## src/hw/rtl/kpc_pkg.sv

```systemverilog
`default_nettype none

package kpc_pkg;

    // Scan tick period in milliseconds.
    localparam int unsigned TICK_MS = 10;

    // Width of the held-time counters and of the thresholds.
    localparam int unsigned TIME_W = 16;

    // Saturation value of the held-time counters.
    localparam logic [TIME_W-1:0] TIME_MAX = {TIME_W{1'b1}};

    // Configuration port widths.
    localparam int unsigned CFG_IDX_W  = 8;
    localparam int unsigned CFG_DATA_W = 16;

    // Stream data widths (whole bytes).
    localparam int unsigned IN_DATA_W  = 8;
    localparam int unsigned OUT_DATA_W = 8;

    // Reset value of the minimum short-press hold.
    localparam logic [TIME_W-1:0] SHORT_TIME_RESET = TIME_W'(50);

    // Configuration register indexes.
    localparam logic [CFG_IDX_W-1:0] REG_PRESS_LOW   = CFG_IDX_W'(0);
    localparam logic [CFG_IDX_W-1:0] REG_LONG_TIME_A = CFG_IDX_W'(1);
    localparam logic [CFG_IDX_W-1:0] REG_LONG_TIME_B = CFG_IDX_W'(2);
    localparam logic [CFG_IDX_W-1:0] REG_SHORT_TIME  = CFG_IDX_W'(3);

    // Reported event codes.
    typedef enum logic [1:0] {
        EV_SHORT  = 2'd0,
        EV_LONG_A = 2'd1,
        EV_LONG_B = 2'd2
    } event_t;

    // Configuration register contents.
    typedef struct packed {
        logic              press_low;
        logic [TIME_W-1:0] long_time_a;
        logic [TIME_W-1:0] long_time_b;
        logic [TIME_W-1:0] short_time;
    } cfg_t;

    // Key state after the latest tick.
    typedef struct packed {
        logic              pressed_now;
        logic              pressed_before;
        logic [TIME_W-1:0] held_time;
        logic [TIME_W-1:0] held_time_before;
    } key_state_t;

endpackage

`default_nettype wire

```

## src/hw/rtl/kpc_cfg.sv

```systemverilog
`default_nettype none

module kpc_cfg
    import kpc_pkg::*;
(
    input  wire logic                  clk,
    input  wire logic                  rst_n,
    input  wire logic                  cfg_valid,
    output logic                       cfg_ready,
    input  wire logic [CFG_IDX_W-1:0]  cfg_index,
    input  wire logic [CFG_DATA_W-1:0] cfg_data,
    output cfg_t                       cfg
);

    cfg_t cfg_reg;

    // Writes are always taken.
    assign cfg_ready = 1'b1;
    assign cfg       = cfg_reg;

    // Register file; an index beyond the list is ignored.
    always_ff @(posedge clk or negedge rst_n)
    begin
        if (!rst_n)
        begin
            cfg_reg.press_low   <= 1'b1;
            cfg_reg.long_time_a <= '0;
            cfg_reg.long_time_b <= '0;
            cfg_reg.short_time  <= SHORT_TIME_RESET;
        end
        else if (cfg_valid)
        begin
            unique case (cfg_index)
                REG_PRESS_LOW:   cfg_reg.press_low   <= cfg_data[0];
                REG_LONG_TIME_A: cfg_reg.long_time_a <= cfg_data[TIME_W-1:0];
                REG_LONG_TIME_B: cfg_reg.long_time_b <= cfg_data[TIME_W-1:0];
                REG_SHORT_TIME:  cfg_reg.short_time  <= cfg_data[TIME_W-1:0];
                default:         ;
            endcase
        end
    end

endmodule

`default_nettype wire

```

## src/hw/rtl/kpc_track.sv

```systemverilog
`default_nettype none

module kpc_track
    import kpc_pkg::*;
(
    input  wire logic                 clk,
    input  wire logic                 rst_n,
    input  wire logic                 s_tvalid,
    output logic                      s_tready,
    input  wire logic [IN_DATA_W-1:0] s_tdata,
    input  wire logic                 press_low,
    input  wire logic                 advance,
    output logic                      pending,
    output key_state_t                key_state
);

    key_state_t        state_reg;
    key_state_t        state_next;
    logic              pending_reg;
    logic              pending_next;
    logic              accept;
    logic              pressed;
    logic [TIME_W:0]   held_sum;

    // A new tick is taken when none is pending or the previous one is judged in this cycle.
    assign s_tready  = !pending_reg || advance;
    assign accept    = s_tvalid && s_tready;
    assign pending   = pending_reg;
    assign key_state = state_reg;

    // Polarity and held-time update for the incoming tick.
    always_comb
    begin
        pressed  = press_low ? !s_tdata[0] : s_tdata[0];
        held_sum = {1'b0, state_reg.held_time} + (TIME_W+1)'(TICK_MS);

        state_next                  = state_reg;
        state_next.pressed_before   = state_reg.pressed_now;
        state_next.held_time_before = state_reg.held_time;
        if (pressed != state_reg.pressed_now)
        begin
            state_next.pressed_now = pressed;
            state_next.held_time   = '0;
        end
        else if (held_sum[TIME_W] || held_sum[TIME_W-1:0] == TIME_MAX)
        begin
            state_next.held_time = TIME_MAX;
        end
        else
        begin
            state_next.held_time = held_sum[TIME_W-1:0];
        end

        if (accept)
        begin
            pending_next = 1'b1;
        end
        else if (advance)
        begin
            pending_next = 1'b0;
        end
        else
        begin
            pending_next = pending_reg;
        end
    end

    // Key state and the flag that marks a tick awaiting judgment.
    always_ff @(posedge clk or negedge rst_n)
    begin
        if (!rst_n)
        begin
            state_reg   <= '0;
            pending_reg <= 1'b0;
        end
        else
        begin
            pending_reg <= pending_next;
            if (accept)
            begin
                state_reg <= state_next;
            end
        end
    end

endmodule

`default_nettype wire

```

## src/hw/rtl/kpc_judge.sv

```systemverilog
`default_nettype none

module kpc_judge
    import kpc_pkg::*;
(
    input  wire logic                  clk,
    input  wire logic                  rst_n,
    input  wire logic                  pending,
    input  wire key_state_t            key_state,
    input  wire cfg_t                  cfg,
    output logic                       advance,
    output logic                       m_tvalid,
    input  wire logic                  m_tready,
    output logic [OUT_DATA_W-1:0]      m_tdata
);

    logic              valid_reg;
    event_t            event_reg;
    logic              hit;
    event_t            ev;
    logic              swapped;
    logic [TIME_W-1:0] lo;
    logic [TIME_W-1:0] hi;
    logic              hold_hi;
    logic              hold_short;
    logic              rel_lo_hi;
    logic              rel_short_lo;
    logic              rel_short_hi;
    logic              released;
    event_t            ev_high;
    event_t            ev_low;
    logic              out_free;

    // Order the long thresholds and evaluate the press windows.
    always_comb
    begin
        swapped  = cfg.long_time_b < cfg.long_time_a;
        lo       = swapped ? cfg.long_time_b : cfg.long_time_a;
        hi       = swapped ? cfg.long_time_a : cfg.long_time_b;
        ev_high  = swapped ? EV_LONG_A : EV_LONG_B;
        ev_low   = swapped ? EV_LONG_B : EV_LONG_A;
        released = key_state.pressed_before && !key_state.pressed_now;

        hold_hi      = key_state.pressed_now && key_state.held_time >= hi
                       && key_state.held_time_before < hi;
        hold_short   = key_state.pressed_now && key_state.held_time >= cfg.short_time
                       && key_state.held_time_before < cfg.short_time;
        rel_lo_hi    = released && key_state.held_time_before >= lo
                       && key_state.held_time_before < hi;
        rel_short_lo = released && key_state.held_time_before >= cfg.short_time
                       && key_state.held_time_before < lo;
        rel_short_hi = released && key_state.held_time_before >= cfg.short_time
                       && key_state.held_time_before < hi;

        hit = 1'b0;
        ev  = EV_SHORT;
        if (hi != '0 && lo != '0)
        begin
            if (hold_hi)
            begin
                hit = 1'b1;
                ev  = ev_high;
            end
            else if (rel_lo_hi)
            begin
                hit = 1'b1;
                ev  = ev_low;
            end
            else if (rel_short_lo)
            begin
                hit = 1'b1;
            end
        end
        else if (hi != '0)
        begin
            if (hold_hi)
            begin
                hit = 1'b1;
                ev  = ev_high;
            end
            else if (rel_short_hi)
            begin
                hit = 1'b1;
            end
        end
        else if (hold_short)
        begin
            hit = 1'b1;
        end
    end

    // A judged tick moves on unless its event meets a full output register that is not being emptied.
    assign out_free = !valid_reg || m_tready;
    assign advance  = pending && (!hit || out_free);

    assign m_tvalid = valid_reg;
    assign m_tdata  = {{(OUT_DATA_W-2){1'b0}}, event_reg};

    // Output register.
    always_ff @(posedge clk or negedge rst_n)
    begin
        if (!rst_n)
        begin
            valid_reg <= 1'b0;
            event_reg <= EV_SHORT;
        end
        else if (pending && hit && out_free)
        begin
            valid_reg <= 1'b1;
            event_reg <= ev;
        end
        else if (m_tready)
        begin
            valid_reg <= 1'b0;
        end
    end

endmodule

`default_nettype wire

```

## src/hw/rtl/key_press_classifier.sv

```systemverilog
`default_nettype none

// Short and long key press classifier. Each slave-side transfer is one scan tick
// of 10 ms carrying the raw pin level of one key; the block turns it into a
// pressed flag by the press_low register, tracks how long the key has been in
// its current and previous state (saturating at 65535 ms), and sends a
// master-side transfer for a short press or a long press at threshold a or b.
// A threshold of zero disables that long press; with both at zero a short press
// is reported while the key is still held. One tick is taken every clock cycle
// while the output does not stall: the key state register is updated on the
// tick's transfer and the classification is then captured in the output
// register, which drives m_tvalid. The input stalls only when an event meets an
// output register that is still waiting to be taken. Configuration writes are
// taken every cycle and should be made while no tick is in flight.

module key_press_classifier
    import kpc_pkg::*;
(
    input  wire logic                  clk,
    input  wire logic                  rst_n,
    // Tick input. tdata: [0] pin_level, [7:1] zero.
    input  wire logic                  s_tvalid,
    output logic                       s_tready,
    input  wire logic [IN_DATA_W-1:0]  s_tdata,
    // Event output. tdata: [1:0] event_type, [7:2] zero.
    output logic                       m_tvalid,
    input  wire logic                  m_tready,
    output logic [OUT_DATA_W-1:0]      m_tdata,
    // Configuration write channel.
    input  wire logic                  cfg_valid,
    output logic                       cfg_ready,
    input  wire logic [CFG_IDX_W-1:0]  cfg_index,
    input  wire logic [CFG_DATA_W-1:0] cfg_data
);

    cfg_t       cfg;
    key_state_t key_state;
    logic       pending;
    logic       advance;

    // Configuration registers.
    kpc_cfg u_cfg (
        .clk       (clk),
        .rst_n     (rst_n),
        .cfg_valid (cfg_valid),
        .cfg_ready (cfg_ready),
        .cfg_index (cfg_index),
        .cfg_data  (cfg_data),
        .cfg       (cfg)
    );

    // Key state tracking.
    kpc_track u_track (
        .clk        (clk),
        .rst_n      (rst_n),
        .s_tvalid   (s_tvalid),
        .s_tready   (s_tready),
        .s_tdata    (s_tdata),
        .press_low  (cfg.press_low),
        .advance    (advance),
        .pending    (pending),
        .key_state  (key_state)
    );

    // Press classification and output register.
    kpc_judge u_judge (
        .clk       (clk),
        .rst_n     (rst_n),
        .pending   (pending),
        .key_state (key_state),
        .cfg       (cfg),
        .advance   (advance),
        .m_tvalid  (m_tvalid),
        .m_tready  (m_tready),
        .m_tdata   (m_tdata)
    );

endmodule

`default_nettype wire

```

## config.mk

```make
export PLATFORM = sky130hd
export DESIGN_NAME = key_press_classifier
export DESIGN_NICKNAME = d
export VERILOG_FILES = /design/src/hw/rtl/kpc_pkg.sv /design/src/hw/rtl/kpc_cfg.sv /design/src/hw/rtl/kpc_track.sv /design/src/hw/rtl/kpc_judge.sv /design/src/hw/rtl/key_press_classifier.sv
export SDC_FILE = /design/constraint.sdc
export NUM_CORES = 1
export LEC_CHECK = 0
export BUFFER_PORTS_ARGS = -buffer_cell sky130_fd_sc_hd__clkbuf_2
export CAP_MARGIN = 20
export CORE_ASPECT_RATIO = 1.75
export CORE_UTILIZATION = 56
export DETAILED_ROUTE_END_ITERATION = 10
export HOLD_SLACK_MARGIN = 0.15
export PLACE_DENSITY = 0.78
export SYNTH_ARGS = -nofsm -noshare
export SYNTH_HDL_FRONTEND = slang
export SYNTH_SLANG_ARGS = --single-unit
```

## constraint.sdc

```tcl
create_clock -name clk -period 5.2 [get_ports clk]
set_input_delay 1.04 -clock clk [delete_from_list [all_inputs] [get_ports clk]]
set_output_delay 1.04 -clock clk [all_outputs]
set_load 0.01 [all_outputs]
```

# ---- Word-level counts from Yosys, hierarchy flattened
# Cells that the tools add are included.
dict set report classes {
  addsub 1
  order_cmp 8
  n_eq_ne 5
  n_mux 24
  n_reduce_logical 34
}
# cell n
set op_table {}
lappend op_table {{16-bit >= comparator} 4}
lappend op_table {{16-bit less-than comparator} 4}
lappend op_table {{16-bit two-way mux} 4}
lappend op_table {{16-bit nonzero test} 2}
lappend op_table {{16-bit by 4-bit adder with 17-bit output, second input constant} 1}
lappend op_table {{16-bit == test, second input constant} 1}
lappend op_table {{8-bit by 2-bit == test with 1-bit output, second input constant} 2}
lappend op_table {{1-bit logical AND} 15}
lappend op_table {{2-bit two-way mux} 7}
lappend op_table {{1-bit two-way mux} 13}
lappend op_table {{2-bit AND reduction} 5}
lappend op_table {{8-bit by 1-bit == test with 1-bit output, second input constant} 1}
lappend op_table {{8-bit zero test} 1}
lappend op_table {{1-bit zero test} 5}
lappend op_table {{1-bit logical OR} 4}
lappend op_table {{2-bit nonzero test} 2}
lappend op_table {{1-bit != test} 1}
dict set report totals {
  register_bits 87
  in_bits 37
  out_inout_bits 11
}

# ---- Logic depth before layout (Yosys ltp)
dict set report depth {
  word_depth 14
  ltp_mapped 21
}

# ---- By module
# From an unflattened synthesis, not the netlist that was laid out.
dict set report hier_totals {
  hier_cells 709
  hier_area_um2 6810.3
}
# mod n_inst cells_each area_each_um2 seq_area_each_um2
set modules_own_cells {}
lappend modules_own_cells {kpc_judge 1 381 2927.8 75.1}
lappend modules_own_cells {kpc_cfg 1 110 2005.7 1231.2}
lappend modules_own_cells {kpc_track 1 218 1876.8 875.8}

# ---- Least setup slack after synthesis
# No wires, ideal clock.
dict set report synth_timing {
  path_kind {reg-to-output}
  startpoint {register u_cfg.cfg_reg, in the netlist u_cfg.cfg[31]}
  endpoint {output port s_tready}
  arrival_ns 4.428
  required_time_ns 4.160
  setup_slack_ns -0.268
  stages_incl_launch_ff 17
  path_buffers 2
  path_cell_list {dfrtp_1 > ha_1 > nand4_1 > a211oi_1 > a32oi_2 > nand2_2 > buf_1 > buf_1 > mux2i_1 > ha_1 > a2111oi_0 > o21ai_0 > o32ai_1 > a31oi_1 > a21oi_1 > a21oi_4 > or2_2}
}
dict set report synth_via {
  elab_chain_len 12
  elab_cells_between_ends 27
  classes_between {5 x order compare; 9 x mux; 13 x reduce/logical}
}
# item line
set synth_lines {}
lappend synth_lines {{from (decl)} kpc_cfg.sv:15} ;# cfg_t cfg_reg;
lappend synth_lines {{16-bit less-than comparator} kpc_judge.sv:37} ;# swapped = cfg.long_time_b < cfg.long_time_a;
lappend synth_lines {{16-bit two-way mux, on equally long branches} {kpc_judge.sv:39, kpc_judge.sv:38}}
lappend synth_lines {{16-bit less-than comparator, or another cell as far along} {kpc_judge.sv:45, kpc_judge.sv:49, kpc_judge.sv:53}}
lappend synth_lines {{1-bit logical AND, on equally long branches} --}
lappend synth_lines {{1-bit two-way mux, or another cell as far along} kpc_judge.sv:81} ;# else if (rel_short_hi)
lappend synth_lines {{1-bit two-way mux, on equally long branches} {kpc_judge.sv:76, kpc_judge.sv:64}}
lappend synth_lines {{1-bit two-way mux, on equally long branches} {kpc_judge.sv:74, kpc_judge.sv:59}}
lappend synth_lines {{1-bit two-way mux *} kpc_judge.sv:57} ;# if (hi != '0 && lo != '0)
lappend synth_lines {{1-bit zero test *} kpc_judge.sv:94} ;# assign advance = pending && (!hit || out_free);
lappend synth_lines {{1-bit logical OR *} kpc_judge.sv:94}
lappend synth_lines {{1-bit logical AND *} kpc_judge.sv:94}
lappend synth_lines {{1-bit logical OR *} kpc_track.sv:26} ;# assign s_tready = !pending_reg || advance;
lappend synth_lines {{to (decl)} key_press_classifier.sv:23} ;# output logic s_tready,
# Mark *: on every way between the ends. The rest lies on a longest branch, timed or not.

# ---- Worst setup path in the final report
dict set report layout_timing {
  startpoint {register u_cfg.cfg_reg, in the netlist u_cfg.cfg[33]}
  endpoint {output port s_tready}
}
# The elaborated chain is that of the path after synthesis.

==> out/metrics.cfg <==
[finish]
final_std_cell_area_no_fill_sq_um=7856
largest_register_ff_count=49
core_occupancy_in_the_finished_layout=0.6708
final.fill_count=896
post_route_cells_drive_above_1_share=0.2980
nets=882
insertedDiodeCount=0
area_delta_synth_final_pct=15.53

[critical_path]
r2r_slack_ns=0.46
r2r.worst_path.cells=22
crit_arrival_ns=4.29
timing.rr.end=u_track.key_state[23]$_DFFE_PN0P_
critPathMaxStageDelay_ns=0.43
timing.critical_path.from=u_cfg.cfg[33]$_DFFE_PN0P_
critical_path_class=reg -> out
timing.critical_path.to_type=output port
worst-endpoint-required_ns=4.16
path_common_cell=sky130_fd_sc_hd__ha_1
timing.critical_path.to=s_tready
rr_startpoint=u_cfg.cfg[33]$_DFFE_PN0P_
critical_path.startpoint_type=register
worstPathMaxFanout=15
cp_cell_sequence=inv_1 -> ha_1 -> a2111o_1 -> a32oi_2 -> nand2_2 -> buf_12 -> buf_4 -> nor2_1 -> a21oi_1 -> ha_1 -> nand4_1 -> nor2_4 -> nand3_2 -> a211oi_2 -> mux2i_1 -> and4b_1 -> a21oi_4 -> or2_4 -> clkbuf_2
critical_path.slowest_cell=sky130_fd_sc_hd__a2111o_1

[grt]
first_global_vias=6266
grt_start_max_net_pins=88
first_pass_grt_wire_length_um=30370
antenna_found_initial=0
track_usage=0.3165
globalRouteOverflowTotal=0

[clock_network]
max-clock-path-buffers=2
cts_sinks=87
path_clk_slew_ns=0.06
tritoncts=built
clk-insertion-delay-late_ns=0.35
cts_max_level=3
clock_root_buffer=sky130_fd_sc_hd__clkbuf_16
cts_hold_buf=0
cts_buffers=9

[timing]
rsz0062_at_grt=yes
period_needed_ns=5.335
clk_skew_ns=0.007896
timing.final.setup_violations=1
max_slew_margin=0.3520
top_achievable_clock_speed_mhz=187.5
hold_viol_final=0
final_min_period_over_clock_period=1.026
setup_ws_ns=-0.1346
worstMarginPinSlew_ns=0.9690
report.final.slew_viol_count=0

[logic_synthesis]
postSynthCellCount=673
async_flop_share=1.000
ys_types=67
synth_largest_type_area_fraction=0.3054
count_of_flip_flops_with_a_built_in_enable_after_synthesis=0
netlist_area_sq_um=6800
ys_seq_area_frac=0.3209
syn_area_per_cell_sq_um=10.10
library_cell_occupying_the_most_area_in_the_post_synthesis_netlist=sky130_fd_sc_hd__dfrtp_1
netlist_top_cells_area=sky130_fd_sc_hd__dfrtp_1 (31%), sky130_fd_sc_hd__ha_1 (17%), sky130_fd_sc_hd__mux2_2 (9.3%), sky130_fd_sc_hd__a21oi_1 (4.0%), sky130_fd_sc_hd__mux2_4 (3.5%)
ys.warnings.count=0
synth_seq_cells=87
ys.flop_type=sky130_fd_sc_hd__dfrtp_1

[drt]
vias_per_cell=6.503
totalWireLength_um=18750
post-route-drc-count=0
number_of_vias_in_the_routed_layout=5788
detail-route-antenna-nets=0
first_iter_violations=353
wire_per_inst_um=21.07
dr.pass1.iters=5

[placement]
io_port_bufs=33
place_worst_setup_slack_ns=-0.03140
dp.final_hpwl_um=14110
place_congestion=1.013
placedInstanceArea_sq_um=7331

[pwr]
ir_worst_vdd_uv=279.0
pwr_density_cell_nw_per_um2=381.8
power.static_leakage_nw=3.737
design_power_total_mw=3.000

[min_path]
whs_path_depth=1
hold_path_class=reg -> reg

[job]
drv.max_cap_violation_count=0

[status]
status=finished with violations
violations_in_the_final_reports=negative setup slack

[die]
dieWidth_um=85.30
design.die.area_sq_um=12610
floorplan.initialDensity=0.5807
floorplan.io_pins=48
die_y_um=147.8
placeableCoreArea_sq_um=11710
std_cell_rows=52

==> where the power goes <==
| part | leakage [nW] | switching [mW] | internal, mW |
|---|---|---|---|
| clock | 0.138 | 0.271 | 0.366 |
| combinational | 2.43 | 0.810 | 0.697 |
| sequential | 1.17 | 0.108 | 0.748 |
| total | 3.74 | 1.19 | 1.81 |
==> layout by cell type (no fill, tap or decap), types with 5 or more instances in the layout <==
cell type and count:
sky130_fd_sc_hd__nor3_1 9, sky130_fd_sc_hd__nor2b_1 5, sky130_fd_sc_hd__buf_4 54, sky130_fd_sc_hd__nor2_1 31
sky130_fd_sc_hd__inv_1 52, sky130_fd_sc_hd__nor4_1 13, sky130_fd_sc_hd__xnor2_1 5, sky130_fd_sc_hd__ha_1 91
sky130_fd_sc_hd__mux2_2 56, sky130_fd_sc_hd__o21ai_0 22, sky130_fd_sc_hd__a2bb2oi_2 13, sky130_fd_sc_hd__o211ai_1 14
sky130_fd_sc_hd__nand4_1 11, sky130_fd_sc_hd__clkbuf_2 32, sky130_fd_sc_hd__nand2_1 31, sky130_fd_sc_hd__mux2_4 16
sky130_fd_sc_hd__conb_1 7, sky130_fd_sc_hd__clkbuf_16 9, sky130_fd_sc_hd__a21oi_1 51, sky130_fd_sc_hd__nand2b_1 6
sky130_fd_sc_hd__mux2i_1 17, sky130_fd_sc_hd__a21o_1 7, sky130_fd_sc_hd__dfrtp_1 83, sky130_fd_sc_hd__nand3_1 11
sky130_fd_sc_hd__a31oi_1 13, sky130_fd_sc_hd__o21a_1 6
==> layout make-up <==
cell class,instances,area (sq um),area share
Clock inverter,4,48.80,0.006211
Timing Repair Buffer,90,644.4,0.08202
Clock buffer,10,229.0,0.02914
Multi-Input combinational cell,510,4380,0.5576
Tap cell,135,168.9,0.02150
Sequential cell,87,2182,0.2778
Inverter,54,202.7,0.02580
==> worst min path at each step <==
stage          slack (ns)                       from                         to
2_1_floorplan        0.48  u_cfg.cfg[10]$_DFFE_PN0P_  u_cfg.cfg[10]$_DFFE_PN0P_
3_3_place_gp         0.49  u_cfg.cfg[13]$_DFFE_PN0P_  u_cfg.cfg[13]$_DFFE_PN0P_
3_5_place_dp         0.50   u_cfg.cfg[3]$_DFFE_PN0P_   u_cfg.cfg[3]$_DFFE_PN0P_
4_1_cts              0.51   u_cfg.cfg[3]$_DFFE_PN0P_   u_cfg.cfg[3]$_DFFE_PN0P_
5_1_grt              0.53   u_cfg.cfg[2]$_DFFE_PN0P_   u_cfg.cfg[2]$_DFFE_PN0P_
6_report             0.51   u_cfg.cfg[3]$_DFFE_PN0P_   u_cfg.cfg[3]$_DFFE_PN0P_
==> routing by layer <==
layer | share of wire | vias to the layer above | global-route usage
met5 | 0 | - | 0
met2 | 0.51 | 228 | 0.5581
li1 | - | 2654 | -
met1 | 0.37 | 2803 | 0.3366
met3 | 0.040 | 103 | 0.04913
met4 | 0.075 | 0 | 0.2342
==> cells in the mapped netlist, types with 3 or more instances <==
cell                        instances
sky130_fd_sc_hd__xnor2_1            5
sky130_fd_sc_hd__nand3b_1           3
sky130_fd_sc_hd__nor4_1            13
sky130_fd_sc_hd__a2bb2oi_2         13
sky130_fd_sc_hd__a211oi_1           7
sky130_fd_sc_hd__and2_1             4
sky130_fd_sc_hd__nand4_1           11
sky130_fd_sc_hd__nand2_1           31
sky130_fd_sc_hd__a2111oi_0          3
sky130_fd_sc_hd__mux2i_1           18
sky130_fd_sc_hd__o211ai_1          14
sky130_fd_sc_hd__o2111ai_1          4
sky130_fd_sc_hd__a31oi_1           15
sky130_fd_sc_hd__o21ai_0           24
sky130_fd_sc_hd__a21oi_1           54
sky130_fd_sc_hd__a21o_1             7
sky130_fd_sc_hd__clkbuf_1          10
sky130_fd_sc_hd__and4_1             3
sky130_fd_sc_hd__ha_1              93
sky130_fd_sc_hd__mux2_4            16
sky130_fd_sc_hd__nor3_1             9
sky130_fd_sc_hd__inv_1             54
sky130_fd_sc_hd__o21a_1             7
sky130_fd_sc_hd__mux2_2            56
sky130_fd_sc_hd__nor2b_1            5
sky130_fd_sc_hd__nand3_1           13
sky130_fd_sc_hd__dfstp_2            4
sky130_fd_sc_hd__buf_4              7
sky130_fd_sc_hd__dfrtp_1           83
sky130_fd_sc_hd__nor2_1            33
sky130_fd_sc_hd__buf_1              3
sky130_fd_sc_hd__nand2b_1           7
sky130_fd_sc_hd__buf_2              3
==> cell families after synthesis <==
logic type               share of synthesized area
flip-flops                                  0.3209
XOR/XNOR                                  0.007728
buffers and inverters                      0.05520
multiplexers                                0.1546
adder cells (fa/ha/maj)                     0.1711
AND/OR/NAND/NOR                             0.1075
other                                     0.001104
AO/OA/AOI/OAI                               0.1820
==> stage by stage <==
stage,hold slack (ns),std cells,setup TNS (ns)
6_report,0.5072,890,-0.1346
5_1_grt,0.5298,890,-0.2893
4_1_cts,0.5095,888,-0.06691
3_5_place_dp,0.4951,862,-0.03140
3_3_place_gp,0.4899,862,0
2_1_floorplan,0.4794,678,0
==> worst max-delay path: cells and delay by family, from the launching register on <==
kind,cells,cell delay [ns]
and+or+nand+nor,7,1.16
buffers and inverters,4,0.54
adders and majority gates,2,0.55
muxes,1,0.14
AOI/OAI and AO/OA,5,1.16
DFF,1,0.39
==> timing repair <==
item / 4_1_cts / 5_1_grt
endpoints found under the setup margin: 1 / 1
pin swaps: 12 / 10
buffers inserted: 12 / 1
resized for setup: 22 / 6
cloned: 0 / 0
No activity file was read; power rests on OpenSTA's default activity.
